[src/rtl/qdr_pkg.sv]
// Shared widths, constants and payload types for the quaternion delta rotation block.
package qdr_pkg;

  localparam int WORD_BITS = 16;
  localparam int FRAC_BITS = 14;
  localparam int PROD_W    = 2 * WORD_BITS;
  localparam int D_W       = PROD_W + 2;
  localparam int NORM_BITS = (58 - FRAC_BITS) / 2;
  localparam int NV_W      = NORM_BITS + 1;
  localparam int SQ_W      = 2 * NV_W;
  localparam int N2_W      = SQ_W + 1;
  localparam int NUM_W     = SQ_W + 2;
  localparam int Q_W       = FRAC_BITS + 1;
  localparam int REM_W     = NUM_W + Q_W;
  localparam int DSH_W     = REM_W - 1;
  localparam int LEN_W     = 6;
  localparam int N_ENT     = 9;

  localparam logic [LEN_W-1:0]     LEN_NORM = LEN_W'(NORM_BITS);
  localparam logic [WORD_BITS-1:0] ONE_WORD = WORD_BITS'(1 << FRAC_BITS);

  typedef struct packed {
    logic [WORD_BITS-1:0] rx, ry, rz, rw;
    logic                 lvalid;
    logic [WORD_BITS-1:0] lx, ly, lz, lw;
  } in_t;

  typedef struct packed {
    logic signed [NV_W-1:0] x, y, z, w;
    logic                   degen;
  } norm_t;

  typedef struct packed {
    logic [N_ENT-1:0][REM_W-1:0] rem;
    logic [N_ENT-1:0][Q_W-1:0]   quo;
    logic [N_ENT-1:0]            neg;
    logic [DSH_W-1:0]            dsh;
    logic                        degen;
  } div_t;

endpackage

[src/rtl/qdr_div_stage.sv]
// One restoring-division step for all nine entries: one quotient bit.
module qdr_div_stage (
  input  logic                clk,
  input  logic                rst,
  input  logic                en,
  input  logic                vin,
  input  qdr_pkg::div_t       din,
  output logic                vout,
  output qdr_pkg::div_t       dout
);

  qdr_pkg::div_t nx;

  always_comb begin
    nx = din;
    for (int i = 0; i < qdr_pkg::N_ENT; i++) begin
      if (din.rem[i] >= {1'b0, din.dsh}) begin
        nx.rem[i] = din.rem[i] - {1'b0, din.dsh};
        nx.quo[i] = {din.quo[i][qdr_pkg::Q_W-2:0], 1'b1};
      end else begin
        nx.quo[i] = {din.quo[i][qdr_pkg::Q_W-2:0], 1'b0};
      end
    end
    nx.dsh = din.dsh >> 1;
  end

  always_ff @(posedge clk) begin
    if (en) dout <= nx;
  end

  always_ff @(posedge clk) begin
    if (rst)     vout <= 1'b0;
    else if (en) vout <= vin;
  end

endmodule

[config.mk]
export PLATFORM = sky130hd
export DESIGN_NAME = qdr_div_stage
export DESIGN_NICKNAME = d
export VERILOG_FILES = /design/src/rtl/qdr_pkg.sv /design/src/rtl/qdr_div_stage.sv
export SDC_FILE = /design/constraint.sdc
export NUM_CORES = 2
export LEC_CHECK = 0
export ABC_CLOCK_PERIOD_IN_PS = 10300
export BUFFER_PORTS_ARGS = -buffer_cell sky130_fd_sc_hd__buf_2
export CAP_MARGIN = 0
export CORE_AREA = 2 2 607 609
export CTS_CLUSTER_DIAMETER = 100
export DETAILED_ROUTE_END_ITERATION = 16
export DIE_AREA = 0 0 609 611
export HOLD_SLACK_MARGIN = 0.05
export PLACE_DENSITY = 0.3
export RECOVER_POWER = 100
export SLEW_MARGIN = 25
export SYNTH_ARGS = -nofsm -noshare
export SYNTH_HDL_FRONTEND = slang
export SYNTH_SLANG_ARGS = --single-unit
[constraint.sdc]
create_clock -name clk -period 10.3 [get_ports clk]
set_input_delay 2.06 -clock clk [delete_from_list [all_inputs] [get_ports clk]]
set_output_delay 2.06 -clock clk [all_outputs]
set_load 0.005 [all_outputs]
== Yosys cells after proc, flatten, opt, wreduce, memory -nomap -nowiden ==
Index checks and enable logic that the tools add are counted.
Word-level totals
  bits in registers: 774
  output and inout port bits: 775
  logic and storage cells: 58
Cells by class
  add/subtract/negate cells: 9
  order comparisons: 9
  multiplexer cells: 18
Operator list (number)
  63-bit by 62-bit greater-or-equal comparator with 1-bit output: 9
  63-bit two-way mux: 9
  63-bit by 62-bit subtractor with 63-bit output: 9
  1-bit two-way mux: 9

== Logic depth before layout (Yosys ltp) ==
  depth after elaboration: 2
  gate-level depth with buffers: 17
  depth with buffers taken out: 16

== Worst setup path before layout ==
No wires, ideal clock.
  path kind: input-to-reg
  start point: input din[2] in the netlist's numbering
  end point: register dout[586] in the netlist's numbering (data pin)
  setup time: 0.260 ns
  arrival time: 5.646 ns
  required time: 10.040 ns
  slack: 4.394 ns
  stages: 15
  path buffers: 2
  cells stage by stage: inv_1 > ha_1 > nor2b_1 > o21ba_2 > o211ai_1 > a31o_2 > o31ai_1 > and4_1 > a41oi_1 > o21ai_1 > and2b_1 > a211oi_2 > buf_2 > buf_2 > mux2_2
RTL lines
  start, declared: line qdr_div_stage.sv:7  | input qdr_pkg::div_t din,
  end signal, assigned: line qdr_div_stage.sv:28  | if (en) dout <= nx;
  end, declared: line qdr_div_stage.sv:9  | output qdr_pkg::div_t dout

==> impl_metrics.py <==
metrics = {
    "route": {
        "num_vias": 61000,
        "first_iter_violations": 4779,
        "ant_nets": 0,
        "drc": 0,
        "drt-vias-per-instance": 4.63,
        "wl_mm": 426,
        "wl_per_cell_um": 32.4,
        "drtPass1Iterations": 9,
    },
    "clocking": {
        "cts_buffer_depth": 4,
        "tritoncts": "done",
        "cts_sinks": 774,
        "clkSlewWorstSetupHoldPaths_ns": 0.06,
        "cts_buffers": 122,
        "cts_setup_buffers": 0,
        "htree_levels": 3,
        "cts.repair.resized": 0,
        "clock_latency_ns": 0.86,
        "cts_hold_buf": 0,
        "cts_root_buf": "clkbuf_16",
    },
    "cells_and_area": {
        "finalNetCount": 9552,
        "area_growth_pct": 26.9,
        "final_core_util": 0.214,
        "layout-drive-gt1-share": 0.156,
    },
    "status": {
        "violations": "capacitance limit, slew limit",
        "status": "finished with violations",
    },
    "grt": {
        "grt_pass1_wl_mm": 554,
        "grt_start_max_net_pins": 158,
        "grt_pass1_vias": 59800,
        "overflow": 0,
        "antenna_found_initial": 252,
        "grt_util_all_layers": 0.219,
    },
    "yosys": {
        "synth_most_common_cell": "a21oi_1",
        "synth_nets": 8105,
        "ys_seq_elements": 774,
        "synth_seq_area_share": 0.378,
        "synth_edf_count": 773,
        "avgSynthCellArea_um2": 9.11,
        "synthArstFlopShare": 0,
        "synth-main-ff-cell": "edfxtp_1",
        "syn_inst": 6751,
        "synthTopCellsByCount": "854 x a21oi_1, 773 x edfxtp_1, 619 x nand2_1",
        "synth_warnings": 0,
        "synth_top_area_cell": "edfxtp_1",
        "yosysTopAreaCellShare": 0.378,
        "syn-cell-area_um2": 61500,
        "synth_area_leaders": "edfxtp_1 38%, ha_1 12%, a21oi_1 7.0%",
        "synthDistinctLibCells": 98,
    },
    "worst_setup_path": {
        "critical_path_buf_inv_count": 5,
        "critical_path.max_stage_delay_ns": 1.25,
        "slowest_stage": "inv_1",
        "rr_startpoint": "vout",
        "arrival_ns": 9.26,
        "critPathTopFamily": "buffers and inverters",
        "worstPathCellList": "clkbuf_1 -> inv_1 -> clkbuf_1 -> ha_1 -> nor2_1 -> a211o_1 -> a31oi_1 -> or2_2 -> a31oi_1 -> a2111oi_0 -> clkbuf_1 -> a31oi_1 -> o21a_1 -> a21o_1 -> o41ai_1 -> buf_4 -> mux2_1",
        "cp-startpoint": "din[3]",
        "start_kind": "primary input",
        "worstSetupEndpointType": "flop",
        "path_class": "in2reg",
        "path_max_fanout": 60,
        "required_ns": 10.87,
    },
    "sta": {
        "period_needed_ns": 8.68,
        "slew_headroom": -2.41,
        "fmax_ghz": 0.115,
        "post-route-period-util": 0.843,
        "slew_viol_final": 474,
        "fin_skew_ns": 0,
        "tightest_slew_ns": 5.11,
        "final.setup.tns_ns": 0,
        "hold_viol": 0,
        "rsz0062_at_grt": "false",
        "holdWs_ns": 0.497,
        "setup_viol": 0,
    },
    "pwr": {
        "p_total_mw": 12.8,
        "p_leak_nw": 30.8,
        "cellPowerDensity_nw_per_um2": 164,
        "power.share.combinational": 0.326,
        "pwr-share-seq": 0.334,
        "vdd_drop_max_mv": 0.158,
        "p_clk_frac": 0.340,
        "p_sw_frac": 0.375,
        "p_int_mw": 8.01,
        "p_switching_mw": 4.80,
    },
    "floorplan": {
        "io_pins": 1553,
        "core-area_um2": 365000,
        "dieArea_um2": 372000,
        "start_util": 0.168,
        "rows": 222,
        "die_w_um": 609,
        "die_h_um": 611,
    },
    "hold_path": {
        "hp-start": "vout",
        "hp-class": "reg2reg",
    },
    "placement": {
        "dp_hpwl_mm": 349,
        "gp_congestion": 0.914,
        "portBuffers": 1542,
    },
    "run": {
        "maxCapViolations": 10,
    },
}
## logic make-up (layout without fill, tap and decap cells)
logic type | count (synthesis) | after routing | synth area share
AO/OA/AOI/OAI | 2356 | 2356 | 0.235
XOR/XNOR | 526 | 526 | 0.0749
adder cells (fa/ha/maj) | 576 | 576 | 0.118
buffers and inverters | 558 | 2102 | 0.0362
flip-flops | 774 | 774 | 0.378
multiplexers | 85 | 85 | 0.0154
other | 1 | 61 | 0.0000610
AND/OR/NAND/NOR | 1875 | 1875 | 0.142
## per-layer routing
layer / vias up / GRT usage / share of wire
met4: 68 / 0.0788 / 0.043
met3: 686 / 0.0421 / 0.062
li1: 28200 / - / -
met1: 29600 / 0.256 / 0.39
met5: - / 0 / 0.0010
met2: 2456 / 0.395 / 0.50
## state kept, by name (all words and copies together), names as in the netlist
signal  flops
dout      773
vout        1
## metrics by stage
stage / setup WS (ns) / instance area, um2 / instances
after floorplan: 4.39 / 61500 / 6751
after global placement: 2.27 / 74800 / 12900
after detailed placement: 2.25 / 74800 / 12900
after CTS: 3.24 / 78900 / 13100
after global routing: 1.53 / 77900 / 13100
final: 1.62 / 78000 / 13200
## area by class of cell
| cell class | instances | area [um2] |
|---|---|---|
| fillers | 40800 | 287000 |
| diodes | 60 | 150 |
| inverters | 230 | 866 |
| repair buffers | 1651 | 7710 |
| flip-flops and latches | 774 | 23200 |
| multi-input cells | 5419 | 36000 |
| well taps | 4816 | 6030 |
| clock buffers | 137 | 3130 |
| clock inverters | 84 | 911 |
## cells in the final DEF, fill, tap and decap left out, types with 93 or more instances in the layout
master and instances:
nor2_1 543, nand3_1 115, o21ai_0 561, nand2_1 619, a21oi_1 854, ha_1 567, inv_1 170, clkbuf_16 123
a21o_1 339, clkbuf_1 728, o21bai_1 120, nand4_1 186, buf_4 93, buf_2 828, edfxtp_1 773, xnor2_1 322
xor2_1 204
## power by group through the flow
stage | combinational [mW] | sequential (mW) | clock [mW]
after floorplan | 2.12 | 4.28 | 0
after detailed placement | 4.31 | 4.33 | 0
final | 4.17 | 4.28 | 4.36
after CTS | 4.34 | 4.28 | 4.53
after global placement | 4.34 | 4.34 | 0
after global routing | 4.51 | 4.31 | 4.63
## final timing paths
path | endpoint | depth (start not counted) | slack [ns]
max | dout[722] | 17 | 1.62
min | vout | 2 | 0.50
max reg2reg | vout | 2 | 9.72
min reg2reg | vout | 2 | 0.50
## worst min-delay path, stage by stage (launching register included)
cell     delay, ns
dfxtp_1       0.33
mux2i_1       0.06
nor2_1        0.07
No activity file was read; power rests on OpenSTA's default activity.
